===== config.mk =====
export PLATFORM = sky130hd
export DESIGN_NAME = vsc_project
export DESIGN_NICKNAME = d
export VERILOG_FILES = /design/src/sv/assert_macros.svh /design/src/sv/vsc_pkg.sv /design/src/sv/vsc_project.sv
export SDC_FILE = /design/constraint.sdc
export NUM_CORES = 1
export LEC_CHECK = 0
export BUFFER_PORTS_ARGS = -buffer_cell sky130_fd_sc_hd__buf_2
export CORE_AREA = 2 2 178 180
export CTS_CLUSTER_DIAMETER = 200
export DETAILED_ROUTE_END_ITERATION = 8
export DIE_AREA = 0 0 180 182
export GPL_TIMING_DRIVEN = 0
export PLACE_DENSITY = 0.7
export SETUP_SLACK_MARGIN = 0.5
export SLEW_MARGIN = 10
export SYNTH_ARGS = -nofsm -noshare
export SYNTH_HDL_FRONTEND = slang
export SYNTH_SLANG_ARGS = --single-unit

===== constraint.sdc =====
create_clock -name clk -period 8.55 [get_ports clk]
set_input_delay 0.4275 -clock clk [delete_from_list [all_inputs] [get_ports clk]]
set_output_delay 0.4275 -clock clk [all_outputs]
set_load 0.01 [all_outputs]

===== src/sv/assert_macros.svh =====
// assertion macros for the asserting rtl file
`ifndef ASSERT_MACROS_SVH
`define ASSERT_MACROS_SVH

// checked only outside reset
`define VSC_ASSERT(lbl, prop, msg) \
  lbl: assert property (@(posedge clk) disable iff (rst) prop) else $error(msg);

// checked on every edge, reset included
`define VSC_ASSERT_ALWAYS(lbl, prop, msg) \
  lbl: assert property (@(posedge clk) prop) else $error(msg);

`endif


===== src/sv/vsc_pkg.sv =====
// shared types and constants of the viewport segment clipper
package vsc_pkg;

  localparam int IN_W    = 16;
  localparam int CLIP_W  = 15;
  localparam int COLOR_W = 24;
  localparam int IDX_W   = 3;

  typedef enum logic [IDX_W-1:0] {
    REG_CAMERA_X    = 3'd0,
    REG_CAMERA_Y    = 3'd1,
    REG_SCALE_X     = 3'd2,
    REG_SCALE_Y     = 3'd3,
    REG_CLIP_LEFT   = 3'd4,
    REG_CLIP_TOP    = 3'd5,
    REG_CLIP_WIDTH  = 3'd6,
    REG_CLIP_HEIGHT = 3'd7
  } vsc_reg_t;

  typedef enum logic [1:0] {
    MODE_PASS  = 2'd0,
    MODE_XOUT  = 2'd1,
    MODE_YONLY = 2'd2
  } vsc_mode_t;

endpackage


===== src/sv/vsc_project.sv =====
// one projection lane: subtract camera, scale, truncate, add origin, saturate
module vsc_project #(
  parameter int FRAC_BITS  = 8,
  parameter int COORD_BITS = 16,
  parameter int IW         = 17
) (
  input  logic                        clk,
  input  logic                        en,
  input  logic signed [vsc_pkg::IN_W-1:0]   coord,
  input  logic signed [vsc_pkg::IN_W-1:0]   cam,
  input  logic        [vsc_pkg::IN_W-1:0]   scale,
  input  logic        [vsc_pkg::CLIP_W-1:0] origin,
  input  logic                        org_en,
  output logic signed [IW-1:0]        proj
);
  import vsc_pkg::*;

  localparam int DW = IN_W + 1;
  localparam int PW = 2 * DW;
  localparam int SW = PW + 1;
  localparam logic signed [PW-1:0] BIAS = PW'((64'sd1 <<< FRAC_BITS) - 64'sd1);
  localparam logic signed [SW-1:0] HI = SW'((64'sd1 <<< (COORD_BITS - 1)) - 64'sd1);
  localparam logic signed [SW-1:0] LO = SW'(-(64'sd1 <<< (COORD_BITS - 1)));

  logic signed [DW-1:0] diff;
  logic signed [PW-1:0] prod;
  logic signed [PW-1:0] rnd;
  logic signed [PW-1:0] shifted;
  logic signed [SW-1:0] sum;
  logic signed [SW-1:0] clamped;

  always_comb begin
    rnd     = prod + (prod[PW-1] ? BIAS : '0);
    shifted = rnd >>> FRAC_BITS;
    sum     = SW'(shifted) + (org_en ? $signed(SW'(origin)) : '0);
    if (sum > HI) begin
      clamped = HI;
    end else if (sum < LO) begin
      clamped = LO;
    end else begin
      clamped = sum;
    end
  end

  always_ff @(posedge clk) begin
    if (en) begin
      diff <= DW'(coord) - DW'(cam);
      prod <= diff * $signed({1'b0, scale});
      proj <= IW'(clamped);
    end
  end

endmodule


After elaboration in Yosys (flattened, before gate mapping)
Index checks and enable logic that the tools add are counted.
{"block": "totals", "register_bits": 68, "output_inout_bits": 17, "elab_cells": 12}
{"block": "op_classes", "n_addsub": 3, "mul": 1, "magnitude_cmp": 2, "n_mux": 3}
{"operator": "34-bit by 8-bit adder with 34-bit output", "count": 1}
{"operator": "17-bit by 17-bit multiplier with 34-bit output", "count": 1}
{"operator": "26-bit by 16-bit adder with 27-bit output", "count": 1}
{"operator": "27-bit by 16-bit > comparator with 1-bit output, second input constant", "count": 1}
{"operator": "27-bit by 16-bit less-than comparator with 1-bit output, second input constant", "count": 1}
{"operator": "17-bit two-way mux", "count": 1}
{"operator": "16-bit by 16-bit subtractor with 17-bit output", "count": 1}
{"operator": "15-bit two-way mux", "count": 1}
{"operator": "8-bit two-way mux", "count": 1}

Longest topological paths before layout
{"block": "logic_depth", "ltp_word": 5, "depth_mapped": 25}

Worst setup path before layout
Ideal clock, no wire load.
{"block": "synth_timing", "kind": "in2reg", "from": "input port scale[10] (netlist name)", "to": "register prod[32], data pin", "setup_time_ns": 0.258, "arrival_time_ns": 6.010, "required_time_ns": 8.292, "path_slack_ns": 2.282, "cell_stages": 24, "cell_sequence": "clkbuf_1 clkbuf_1 nand2_1 fa_1 inv_1 fa_1 inv_1 fa_1 inv_1 fa_1 fa_1 inv_1 fa_1 inv_1 ha_1 nand2_1 a2111o_1 a21bo_2 a31oi_1 o211ai_1 a31oi_1 o21a_1 nor2_1 xnor2_1"}
{"block": "synth_between", "elab_chain_len": 1}
{"element": "start: declaration", "line_no": "vsc_project.sv:11", "rtl": "input logic [vsc_pkg::IN_W-1:0] scale,"}
{"element": "17-bit by 17-bit multiplier with 34-bit output", "line_no": "vsc_project.sv:48", "rtl": "prod <= diff * $signed({1'b0, scale});"}
{"element": "end signal: assignment", "line_no": "vsc_project.sv:48"}
{"element": "end: declaration", "line_no": "vsc_project.sv:26", "rtl": "logic signed [PW-1:0] prod;"}
No other way between the ends.
A chain may end at the register's enable or synchronous reset.

Final worst setup path
{"block": "layout_timing", "from": "register diff[6]", "to": "register prod[32], data pin"}
{"block": "layout_between", "elab_chain_len": 1}
{"element": "start: declaration", "line_no": "vsc_project.sv:25", "rtl": "logic signed [DW-1:0] diff;"}
{"element": "start signal: assignment", "line_no": "vsc_project.sv:47", "rtl": "diff <= DW'(coord) - DW'(cam);"}
{"element": "17-bit by 17-bit multiplier with 34-bit output", "line_no": "vsc_project.sv:48"}
No other way between the ends.

==> impl_metrics.env <==
export IMPL_status="completed"
export IMPL_setup_slack_ns=1.41
export IMPL_arrival_ns=7.24
export IMPL_rsz0062_at_grt="no"
export IMPL_synthAdderAreaFrac_pct=47.3
export IMPL_yosysWarningCount=0
export IMPL_finClkSkew_ns=0.0131
export IMPL_tightestPinTransition_ns=0.720
export IMPL_worstSetupPathType="reg2reg"
export IMPL_final_layout_size_suffix_gt1_share_pct=7.42
export IMPL_min_path_cells=1
export IMPL_htreeDepth=3
export IMPL_final_cell_mix="inv_1 (397), fa_1 (281), nand2_1 (191), and2_1 (139), ha_1 (128)"
export IMPL_dr_wl_met2_mm=16.1
export IMPL_viasPerCell=5.16
export IMPL_die_area_um2=32800
export IMPL_wl_met3_mm=2.23
export IMPL_r2r_start="diff[6]"
export IMPL_synth_top_family_by_area="adder cells"
export IMPL_place_ws_ns=1.29
export IMPL_grt_max_degree=55
export IMPL_top_layer="met4"
export IMPL_antenna_cells=0
export IMPL_synth_edf_count=68
export IMPL_rrSetupSlack_ns=1.41
export IMPL_postCtsHoldBufs=0
export IMPL_synth_compound_gate_area_share_pct=8.19
export IMPL_async_flop_share_pct=0
export IMPL_cts_buffer_depth=2
export IMPL_final_common_cell="inv_1"
export IMPL_ios=83
export IMPL_io_buffers=78
export IMPL_multi_input_area_um2=11500
export IMPL_cts_resized=0
export IMPL_gp_congestion=0.917
export IMPL_grt_overflow_total=0
export IMPL_fin_tns_setup_ns=0
export IMPL_drtAntennaViolNets=0
export IMPL_maxSlewViolCount=0
export IMPL_rows=65
export IMPL_syn_num_nets=2131
export IMPL_startpoint_type="flop"
export IMPL_core_um2=31000
export IMPL_fmax_ghz=0.140
export IMPL_post_synth_mux_area_share_pct=0.139
export IMPL_detail_route_wl_per_cell_um=15.8
export IMPL_avgSynthCellArea_um2=9.23
export IMPL_cts_tree="built"
export IMPL_hold_start="en"
export IMPL_cts_sinks=68
export IMPL_antenna_found_initial=0
export IMPL_initial_utilization_pct=49.3
export IMPL_layout_min_cycle_time_ns=7.14
export IMPL_hold_path_class="in2reg"
export IMPL_drc=0
export IMPL_crit_required_ns=8.65
export IMPL_first_global_vias=11700
export IMPL_synth_cell_types=67
export IMPL_seq_area_frac_synth_pct=13.4
export IMPL_fin_nets=2221
export IMPL_drtPass1Iterations=5
export IMPL_dieWidth_um=180
export IMPL_hold_violations=0
export IMPL_post_route_period_util_pct=83.5
export IMPL_post_cts_setup_buffers=0
export IMPL_grt_pass1_wl_mm=57.0
export IMPL_hold_end="diff[7]"
export IMPL_area_delta_synth_final_pct=7.85
export IMPL_final_setup_viol_count=0
export IMPL_synthSimpleGateAreaFrac_pct=15.7
export IMPL_synth_xor_area_share_pct=4.18
export IMPL_wl_mm=34.0
export IMPL_final_core_util_pct=53.2
export IMPL_vias=11100
export IMPL_cts_buffers_inserted=9
export IMPL_netlist_instances=1656
export IMPL_nFillCells=2838
export IMPL_hpwl_mm=29.6
export IMPL_r2r_end="prod[32]"
export IMPL_drt_iter0_markers=555
export IMPL_syn_cell_area_um2=15300
export IMPL_cts_root_buf="clkbuf_16"
export IMPL_die_y_um=182
export IMPL_wl_met1_mm=14.7
export IMPL_end_kind="flop"
export IMPL_regArea_um2=2040
export IMPL_ys_ff_latch=68
export IMPL_slew_headroom_pct=52.0
export IMPL_cap_violations=0
export IMPL_r2r_cells=23
export IMPL_synth_flop_cell="edfxtp_1"
export IMPL_clk_pin_slew_ns=0.07
export IMPL_clock_latency_ns=0.36
export IMPL_cp_max_fo=10
export IMPL_track_usage_pct=21.8
cells in the mapped netlist (all sizes together) (11+ instances only):
cell type    n  area, um^2
a31oi       11        68.8
o21ai       31         155
fa         281        5630
xor2        15         131
nor3        17        85.1
edfxtp      68        2040
nor2        45         169
nand2      192         723
a21oi       40         200
inv        397        1490
xnor2       58         508
a21o        39         299
ha         128        1600
nor2b       13        81.3
nand2b      12        75.1
nand4       12        81.3
clkbuf      40         151
and2       140         878
through the flow:
stage	instance area, um^2	std cells	hold slack, ns
global route	16500	2153	0.455
CTS	16500	2153	0.444
finish	16500	2153	0.451
detailed placement	16200	2137	0.813
floorplan	15300	1656	0.540
global placement	16200	2136	0.814
flip-flops by register name, summed over array words and instances, names as in the netlist:
register and flops:
diff 17, prod 34, proj 17
final cells by class:
class                      instances  share of cell area, %
clock inverter                     7                  0.311
sequential                        68                   12.4
timing repair buffer              79                   2.55
clock buffer                       9                   1.37
tap                              402                   3.05
multi-input combinational       1144                   70.0
buffer                            47                   1.25
inverter                         397                   9.04
worst max path at each step:
stage | start | endpoint | slack [ns]
global route | diff[5] | prod[32] | 1.10
CTS | diff[6] | prod[32] | 1.47
finish | diff[6] | prod[32] | 1.41
global placement | scale[10] | prod[32] | 1.34
detailed placement | scale[10] | prod[32] | 1.29
floorplan | scale[10] | prod[32] | 2.28
per-layer routing:
metal  global-route usage [%]  vias up
met2                     37.6      331
li1                         -     5274
met3                     3.99       57
met1                     27.7     5444
met4                     7.06        0
met5                        0        -
worst max-delay path, cell delays in order, from the launching register on:
cell and delay (ns):
edfxtp_1 0.55, clkbuf_1 0.60, nand2_1 0.18, fa_1 0.55, inv_1 0.05, fa_1 0.53
inv_1 0.07, fa_1 0.54, inv_1 0.05, fa_1 0.45, fa_1 0.49, inv_1 0.06
fa_1 0.53, inv_1 0.04, ha_1 0.38, nand2_1 0.08, a2111o_1 0.37, a21bo_2 0.22
a31oi_1 0.39, o211ai_1 0.21, a31oi_1 0.26, o21a_1 0.14, nor2_1 0.04, xnor2_1 0.12
logic make-up after synthesis:
family | Yosys count
buf+inv | 444
simple gates | 477
compound gates | 183
flops | 68
mux | 2
xor+xnor | 73
fa+ha+maj | 409
Power is not shown: default switching activity piles up to over one toggle a cycle in this logic, so the estimate is an artifact.
