<file path="config.mk">
export PLATFORM = sky130hd
export DESIGN_NAME = vsc_interp
export DESIGN_NICKNAME = d
export VERILOG_FILES = /design/src/sv/assert_macros.svh /design/src/sv/vsc_pkg.sv /design/src/sv/vsc_div.sv /design/src/sv/vsc_interp.sv
export SDC_FILE = /design/constraint.sdc
export NUM_CORES = 2
export LEC_CHECK = 0
export BUFFER_PORTS_ARGS = -buffer_cell sky130_fd_sc_hd__buf_2
export CELL_PAD_IN_SITES_DETAIL_PLACEMENT = 0
export CELL_PAD_IN_SITES_GLOBAL_PLACEMENT = 1
export CORE_ASPECT_RATIO = 1.4
export CORE_UTILIZATION = 30
export CTS_CLUSTER_DIAMETER = 30
export DETAILED_ROUTE_END_ITERATION = 7
export GPL_TIMING_DRIVEN = 0
export PLACE_DENSITY_LB_ADDON = 0.08
export REMOVE_ABC_BUFFERS = 1
export SLEW_MARGIN = 10
export SYNTH_ARGS = -nofsm -noshare
export SYNTH_HDL_FRONTEND = slang
export SYNTH_SLANG_ARGS = --single-unit
</file>
<file path="constraint.sdc">
create_clock -name clk -period 7.4 [get_ports clk]
set_input_delay 1.11 -clock clk [delete_from_list [all_inputs] [get_ports clk]]
set_output_delay 1.11 -clock clk [all_outputs]
set_load 0.03 [all_outputs]
</file>
<file path="src/sv/assert_macros.svh">
// assertion macros for the asserting rtl file
`ifndef ASSERT_MACROS_SVH
`define ASSERT_MACROS_SVH

// checked only outside reset
`define VSC_ASSERT(lbl, prop, msg) \
  lbl: assert property (@(posedge clk) disable iff (rst) prop) else $error(msg);

// checked on every edge, reset included
`define VSC_ASSERT_ALWAYS(lbl, prop, msg) \
  lbl: assert property (@(posedge clk) prop) else $error(msg);

`endif

</file>
<file path="src/sv/vsc_pkg.sv">
// shared types and constants of the viewport segment clipper
package vsc_pkg;

  localparam int IN_W    = 16;
  localparam int CLIP_W  = 15;
  localparam int COLOR_W = 24;
  localparam int IDX_W   = 3;

  typedef enum logic [IDX_W-1:0] {
    REG_CAMERA_X    = 3'd0,
    REG_CAMERA_Y    = 3'd1,
    REG_SCALE_X     = 3'd2,
    REG_SCALE_Y     = 3'd3,
    REG_CLIP_LEFT   = 3'd4,
    REG_CLIP_TOP    = 3'd5,
    REG_CLIP_WIDTH  = 3'd6,
    REG_CLIP_HEIGHT = 3'd7
  } vsc_reg_t;

  typedef enum logic [1:0] {
    MODE_PASS  = 2'd0,
    MODE_XOUT  = 2'd1,
    MODE_YONLY = 2'd2
  } vsc_mode_t;

endpackage

</file>
<file path="src/sv/vsc_div.sv">
// pipelined restoring divider, one quotient bit per stage
module vsc_div #(
  parameter int NW = 37,
  parameter int DW = 18,
  parameter int QB = 17,
  parameter int SW = 8
) (
  input  logic          clk,
  input  logic          rst,
  input  logic          en,
  input  logic          in_valid,
  input  logic [NW-1:0] num,
  input  logic [DW-1:0] den,
  input  logic [SW-1:0] side_in,
  output logic          out_valid,
  output logic [QB-1:0] quo,
  output logic [SW-1:0] side_out
);
  import vsc_pkg::*;

  logic          v   [QB+1];
  logic [NW-1:0] rem [QB+1];
  logic [DW-1:0] dv  [QB+1];
  logic [QB-1:0] q   [QB+1];
  logic [SW-1:0] sd  [QB+1];

  assign v[0]   = in_valid;
  assign rem[0] = num;
  assign dv[0]  = den;
  assign q[0]   = '0;
  assign sd[0]  = side_in;

  for (genvar k = 0; k < QB; k++) begin : g_stage
    localparam int SH = QB - 1 - k;
    logic [NW-1:0] trial;
    logic          ge;
    logic [QB-1:0] q_next;

    always_comb begin
      trial      = NW'(dv[k]) << SH;
      ge         = rem[k] >= trial;
      q_next     = q[k];
      q_next[SH] = ge;
    end

    always_ff @(posedge clk) begin
      if (rst) begin
        v[k+1] <= 1'b0;
      end else if (en) begin
        v[k+1] <= v[k];
      end
    end

    always_ff @(posedge clk) begin
      if (en) begin
        rem[k+1] <= ge ? rem[k] - trial : rem[k];
        dv[k+1]  <= dv[k];
        q[k+1]   <= q_next;
        sd[k+1]  <= sd[k];
      end
    end
  end

  assign out_valid = v[QB];
  assign quo       = q[QB];
  assign side_out  = sd[QB];

endmodule

</file>
<file path="src/sv/vsc_interp.sv">
// pipelined line interpolation: b at a = at, truncated toward zero
module vsc_interp #(
  parameter int IW = 17,
  parameter int SW = 8
) (
  input  logic                 clk,
  input  logic                 rst,
  input  logic                 en,
  input  logic                 in_valid,
  input  logic signed [IW-1:0] a0,
  input  logic signed [IW-1:0] b0,
  input  logic signed [IW-1:0] a1,
  input  logic signed [IW-1:0] b1,
  input  logic signed [IW-1:0] at,
  input  logic [SW-1:0]        side_in,
  output logic                 out_valid,
  output logic signed [IW-1:0] res,
  output logic [SW-1:0]        side_out
);
  import vsc_pkg::*;

  localparam int EW  = IW + 1;
  localparam int MW  = 2 * IW + 2;
  localparam int NW  = 2 * IW + 3;
  localparam int DSW = SW + 2 + IW;

  logic                 v1, v2, v3;
  logic signed [EW-1:0] den1, db1, da1;
  logic signed [IW-1:0] b0_1, b0_2, b0_3;
  logic [SW-1:0]        s1, s2, s3;
  logic signed [MW-1:0] m1, m2;
  logic signed [EW-1:0] den2;
  logic [NW-1:0]        mag3;
  logic [EW-1:0]        dena3;
  logic                 neg3, den0_3;

  logic signed [NW-1:0] num, num_n;
  logic signed [EW-1:0] den_n;
  logic                 dneg;

  always_comb begin
    dneg  = den2[EW-1];
    num   = NW'(m1) + NW'(m2);
    num_n = dneg ? -num : num;
    den_n = dneg ? -den2 : den2;
  end

  always_ff @(posedge clk) begin
    if (rst) begin
      v1 <= 1'b0;
      v2 <= 1'b0;
      v3 <= 1'b0;
    end else if (en) begin
      v1 <= in_valid;
      v2 <= v1;
      v3 <= v2;
    end
  end

  always_ff @(posedge clk) begin
    if (en) begin
      den1   <= EW'(a1) - EW'(a0);
      db1    <= EW'(b1) - EW'(b0);
      da1    <= EW'(at) - EW'(a0);
      b0_1   <= b0;
      s1     <= side_in;
      m1     <= MW'(b0_1 * den1);
      m2     <= db1 * da1;
      den2   <= den1;
      b0_2   <= b0_1;
      s2     <= s1;
      neg3   <= num_n[NW-1];
      mag3   <= num_n[NW-1] ? NW'(-num_n) : NW'(num_n);
      dena3  <= den_n;
      den0_3 <= den2 == '0;
      b0_3   <= b0_2;
      s3     <= s2;
    end
  end

  logic           dv;
  logic [IW-1:0]  dq;
  logic [DSW-1:0] dside;
  logic           neg_d, den0_d;
  logic [IW-1:0]  b0_d;
  logic [SW-1:0]  s_d;
  logic [EW-1:0]  qs;

  vsc_div #(.NW(NW), .DW(EW), .QB(IW), .SW(DSW)) u_div (
    .clk(clk), .rst(rst), .en(en), .in_valid(v3),
    .num(mag3), .den(dena3), .side_in({neg3, den0_3, b0_3, s3}),
    .out_valid(dv), .quo(dq), .side_out(dside)
  );

  assign {neg_d, den0_d, b0_d, s_d} = dside;
  assign qs = neg_d ? -EW'(dq) : EW'(dq);

  always_ff @(posedge clk) begin
    if (rst) begin
      out_valid <= 1'b0;
    end else if (en) begin
      out_valid <= dv;
    end
  end

  always_ff @(posedge clk) begin
    if (en) begin
      res      <= den0_d ? $signed(b0_d) : $signed(qs[IW-1:0]);
      side_out <= s_d;
    end
  end

endmodule

</file>
* Yosys cells after proc, flatten, opt, wreduce, memory -nomap -nowiden *
Cells that the tools add are included.

cells by class
  $add $sub $neg = 24
  multiply operators = 2
  div/mod/pow operators = 0
  magnitude comparators = 17
  eq/ne operators = 0
  shift operators = 0
  multiplexer cells = 21
  bitwise gates (word level) = 0
  reduce and logical (&&, ||, !) cells = 1

operators with widths
  cell                            count
  two-way mux 37 bit              17
  negator 37 bit                  2
  subtractor 17 x 17 -> 18 bit    3
  two-way mux 17 bit              3
  adder 35 x 36 -> 37 bit         1
  >= comparator 37 x 18 -> 1 bit  1
  >= comparator 37 x 19 -> 1 bit  1
  >= comparator 37 x 20 -> 1 bit  1
  >= comparator 37 x 21 -> 1 bit  1
  >= comparator 37 x 22 -> 1 bit  1
  >= comparator 37 x 23 -> 1 bit  1
  >= comparator 37 x 24 -> 1 bit  1
  >= comparator 37 x 25 -> 1 bit  1
  >= comparator 37 x 26 -> 1 bit  1
  >= comparator 37 x 27 -> 1 bit  1
  >= comparator 37 x 28 -> 1 bit  1
  >= comparator 37 x 29 -> 1 bit  1
  >= comparator 37 x 30 -> 1 bit  1
  >= comparator 37 x 31 -> 1 bit  1
  >= comparator 37 x 32 -> 1 bit  1
  >= comparator 37 x 33 -> 1 bit  1
  >= comparator 37 x 34 -> 1 bit  1
  subtractor 37 x 19 -> 37 bit    1
  subtractor 37 x 20 -> 37 bit    1
  other kinds (20)                20

storage, ports and cells
  register bits after elaboration = 1813
  latch bits = 0
  bits in writable memories = 0
  ROM bits = 0
  bits of input ports = 97
  output and inout port bits = 26
  logic and storage cells = 172
  memories = 0

* Logic depth before layout (Yosys ltp) *
  depth after elaboration = 5
  gate-level depth with buffers = 28
  gate-level depth less buffers = 27

* Cells and area by module *
From an unflattened synthesis, not the netlist that was laid out.

unflattened totals
  cells, all modules = 9017
  area, all modules = 107608.2 um2

by module, submodules not included
  module      times used  cells each  area each (um2)  seq. area each (um2)
  vsc_div     1           5010        67694.9          45143.3
  vsc_interp  1           4007        39913.3          9088.7

* Worst setup path before layout *
No wires, ideal clock.

  kind = register to register
  start point = register den1[5]
  end point = register m1[33], data pin
  arrival time = 7.325 ns
  slack = -0.087 ns
  cell stages (with the launch flop) = 27
  path buffers = 1
  period minus slack after synthesis = 7.487 ns
  cells stage by stage = edfxtp_1 clkbuf_1 and2_1 fa_1 inv_1 fa_1 fa_1 fa_1 inv_1 fa_1 inv_1 fa_1 inv_1 ha_1 a21o_1 a21o_1 a21oi_1 nand3b_1 a21oi_1 nor2_1 o41ai_1 o21ai_0 o41a_1 a41o_1 or4_1 a311o_1 o2111ai_1

between the ends
  longest elaborated chain between the ends = 1

ends and longest elaborated chain
  element                       RTL line          source
  from (decl)                   vsc_interp.sv:28  logic signed [EW-1:0] den1, db1, da1;
  from (signal assigned)        vsc_interp.sv:62  den1 <= EW'(a1) - EW'(a0);
  multiplier 17 x 18 -> 35 bit  vsc_interp.sv:67  m1 <= MW'(b0_1 * den1);
  to (signal assigned)          vsc_interp.sv:67
  to (decl)                     vsc_interp.sv:31  logic signed [MW-1:0] m1, m2;

Every way passes these cells.
A chain may end at the register's enable or synchronous reset.

* Worst setup path in the final report *
  start point = register den1[6]
  end point = register m1[33], data pin

The elaborated chain is that of the path after synthesis.

==> impl_metrics.env <==
export IMPL_status="completed"
export IMPL_antenna_left=0
export IMPL_hold_ws_ps=328
export IMPL_max_cap_viol_count=0
export IMPL_min_path_type="reg -> reg"
export IMPL_finClkSkew_ps=91.9
export IMPL_num_vias=67300
export IMPL_rrSetupSlack_ps=10
export IMPL_area_growth_pct=21.0
export IMPL_final_common_cell="edfxtp_1"
export IMPL_cp_required_ps=8130
export IMPL_io_buffers=122
export IMPL_synthesis_area_um2=107000
export IMPL_wl_um=292000
export IMPL_wl_met1_um=88600
export IMPL_synth_top_area_share=0.504
export IMPL_row_count=258
export IMPL_finalWeightedCongestion=0.841
export IMPL_fp_dieH_um=708
export IMPL_worstMarginPinSlew_ps=1400
export IMPL_cts_buffers=395
export IMPL_grt_usage=0.163
export IMPL_cts_hold_buf=0
export IMPL_layout_cells_non_filler=14500
export IMPL_wl_met2_um=174000
export IMPL_avgSynthCellArea_um2=12.0
export IMPL_start_util=0.302
export IMPL_clk_latency_ps=900
export IMPL_clk_pin_slew_ps=50
export IMPL_nNetsFinal=10800
export IMPL_placed_cells=13600
export IMPL_drc=0
export IMPL_path_class="reg -> reg"
export IMPL_drive_gt1_frac=0.123
export IMPL_ys_async_sr_fraction=0
export IMPL_cts_tree="built"
export IMPL_ys_warn_count=0
export IMPL_grt_pass1_wl_um=439000
export IMPL_overflow=0
export IMPL_fin_area_um2=129000
export IMPL_ys_flop_type="edfxtp_1"
export IMPL_grt_max_degree=165
export IMPL_cp_arrival_ps=8120
export IMPL_max_slew_margin=0.0610
export IMPL_top_layer_used="met5"
export IMPL_synth_area_leaders="edfxtp_1 50%, fa_1 12%, ha_1 6.8%"
export IMPL_first_pass_iters=6
export IMPL_wl_per_cell_um=20.2
export IMPL_path_max_fanout=10
export IMPL_fin_crit_sh=0.998
export IMPL_slew_violations=0
export IMPL_period_needed_ps=7390
export IMPL_grt_pass1_vias=74400
export IMPL_met3_wirelength_um=9100
export IMPL_synth_cell_type_count=114
export IMPL_htree_num_levels=5
export IMPL_io_pin_count=123
export IMPL_crit_path_start_kind="flip-flop"
export IMPL_design_core_area_um2=353000
export IMPL_yosysTopAreaCell="edfxtp_1"
export IMPL_cts_root_buf="clkbuf_16"
export IMPL_max_clock_path_buffers=4
export IMPL_hold_viol=0
export IMPL_avgViaCountPerCell=4.64
export IMPL_dpl_cell_area_um2=113000
export IMPL_die_area_um2=358000
export IMPL_die_w_um=506
export IMPL_final_cell_mix="1,792 x edfxtp_1, 1,288 x inv_1, 698 x nand2_1"
export IMPL_dp_hpwl_um=215000
export IMPL_ys_ff_latch=1813
export IMPL_antenna_found_initial=13
export IMPL_synth_edff_count=1792
export IMPL_rsz0062_at_grt="true"
export IMPL_syn_inst=8914
export IMPL_setup_viol=0
export IMPL_final_util=0.365
export IMPL_cts_sinks=1813
export IMPL_synth_seq_area_share=0.508
export IMPL_drt_iter0_drc=2849
export IMPL_end_kind="flip-flop"
export IMPL_clock_fmax_ghz=0.135
==> state kept, by name, indices dropped and copies added, names as in the netlist, 27 cells and up <==
signal and count:
mag3 37, u_div.rem 592, u_div.dv 288, u_div.sd 432, u_div.side_out 27, m2 36, u_div.g_stage.q_next 136, m1 35
==> cell families after synthesis <==
| logic type | synth area share |
|---|---|
| buffers and inverters | 0.0532 |
| muxes | 0.00884 |
| AOI/OAI and AO/OA | 0.0811 |
| adders and majority gates | 0.191 |
| DFF | 0.508 |
| xor gates and xnor gates | 0.0445 |
| and+or+nand+nor | 0.113 |
==> through the flow <==
stage	TNS, ps	setup slack (ps)
floorplan	-13.6	-13.6
finish	0	12.6
CTS	-164	-164
global route	-200	-200
global placement	-	-25780
detailed placement	-13140	-1670
==> cell usage after synthesis (33+ instances only) <==
master,count
a211oi_1,35
a21boi_0,91
a21o_1,103
a21oi_1,371
and2_1,338
and3_1,34
clkbuf_1,160
edfxtp_1,1792
fa_1,660
ha_1,577
inv_1,1298
mux2_2,48
mux2i_1,38
nand2_1,698
nand2b_1,85
nand3_1,104
nand4_1,75
nor2_1,474
nor2b_1,85
nor3_1,146
nor4_1,92
o21a_1,52
o21ai_0,354
o31ai_1,89
or3_1,79
or4_1,33
xnor2_1,333
xor2_1,204
==> critical path: stages (launching register included) <==
cell and delay, ps:
edfxtp_1 400, buf_12 170, and2_1 180, fa_1 580, inv_1 80, fa_1 500
fa_1 510, inv_1 50, fa_2 450, fa_1 560, inv_1 60, fa_1 530
inv_1 70, ha_4 250, a21o_1 210, a21oi_4 170, nand3b_1 110, a21oi_2 210
nor2_2 90, o41ai_4 270, o21ai_2 120, o41a_1 410, a41o_1 230, or4_4 510
a311o_1 380, o2111ai_2 90
==> layout make-up <==
type	count	area [µm²]
inverters	1300	4890
well taps	4680	5860
repair buffers	384	3840
fillers	34400	224000
flip-flops and latches	1813	54200
clock inverters	271	2850
multi-input cells	5605	47300
diodes	6	15.0
clock buffers	448	10200
==> path summary, 6_finish.rpt <==
| kind | start | depth (start not counted) | endpoint |
|---|---|---|---|
| worst max-delay path | den1[6]$_DFFE_PP_ | 25 | m1[33]$_DFFE_PP_ |
| worst min-delay path | u_div.sd[304]$_DFFE_PP_ | 0 | u_div.sd[277]$_DFFE_PP_ |
| worst max register to register | den1[6]$_DFFE_PP_ | 25 | m1[33]$_DFFE_PP_ |
| worst min register to register | u_div.sd[304]$_DFFE_PP_ | 0 | u_div.sd[277]$_DFFE_PP_ |
==> per-layer routing <==
layer | vias up | track usage
li1 | 32200 | -
met1 | 33200 | 0.133
met2 | 1168 | 0.347
met3 | 717 | 0.0250
met4 | 8 | 0.104
met5 | - | 0
==> what timing repair did <==
action | CTS | global route
buffers inserted | 204 | 19
cloned | 0 | 1
pin swaps | 9 | 46
resized for setup | 31 | 48
endpoints found under the setup margin | 22 | 9
Power is not shown: default switching activity piles up to over one toggle a cycle in this logic, so the estimate is an artifact.
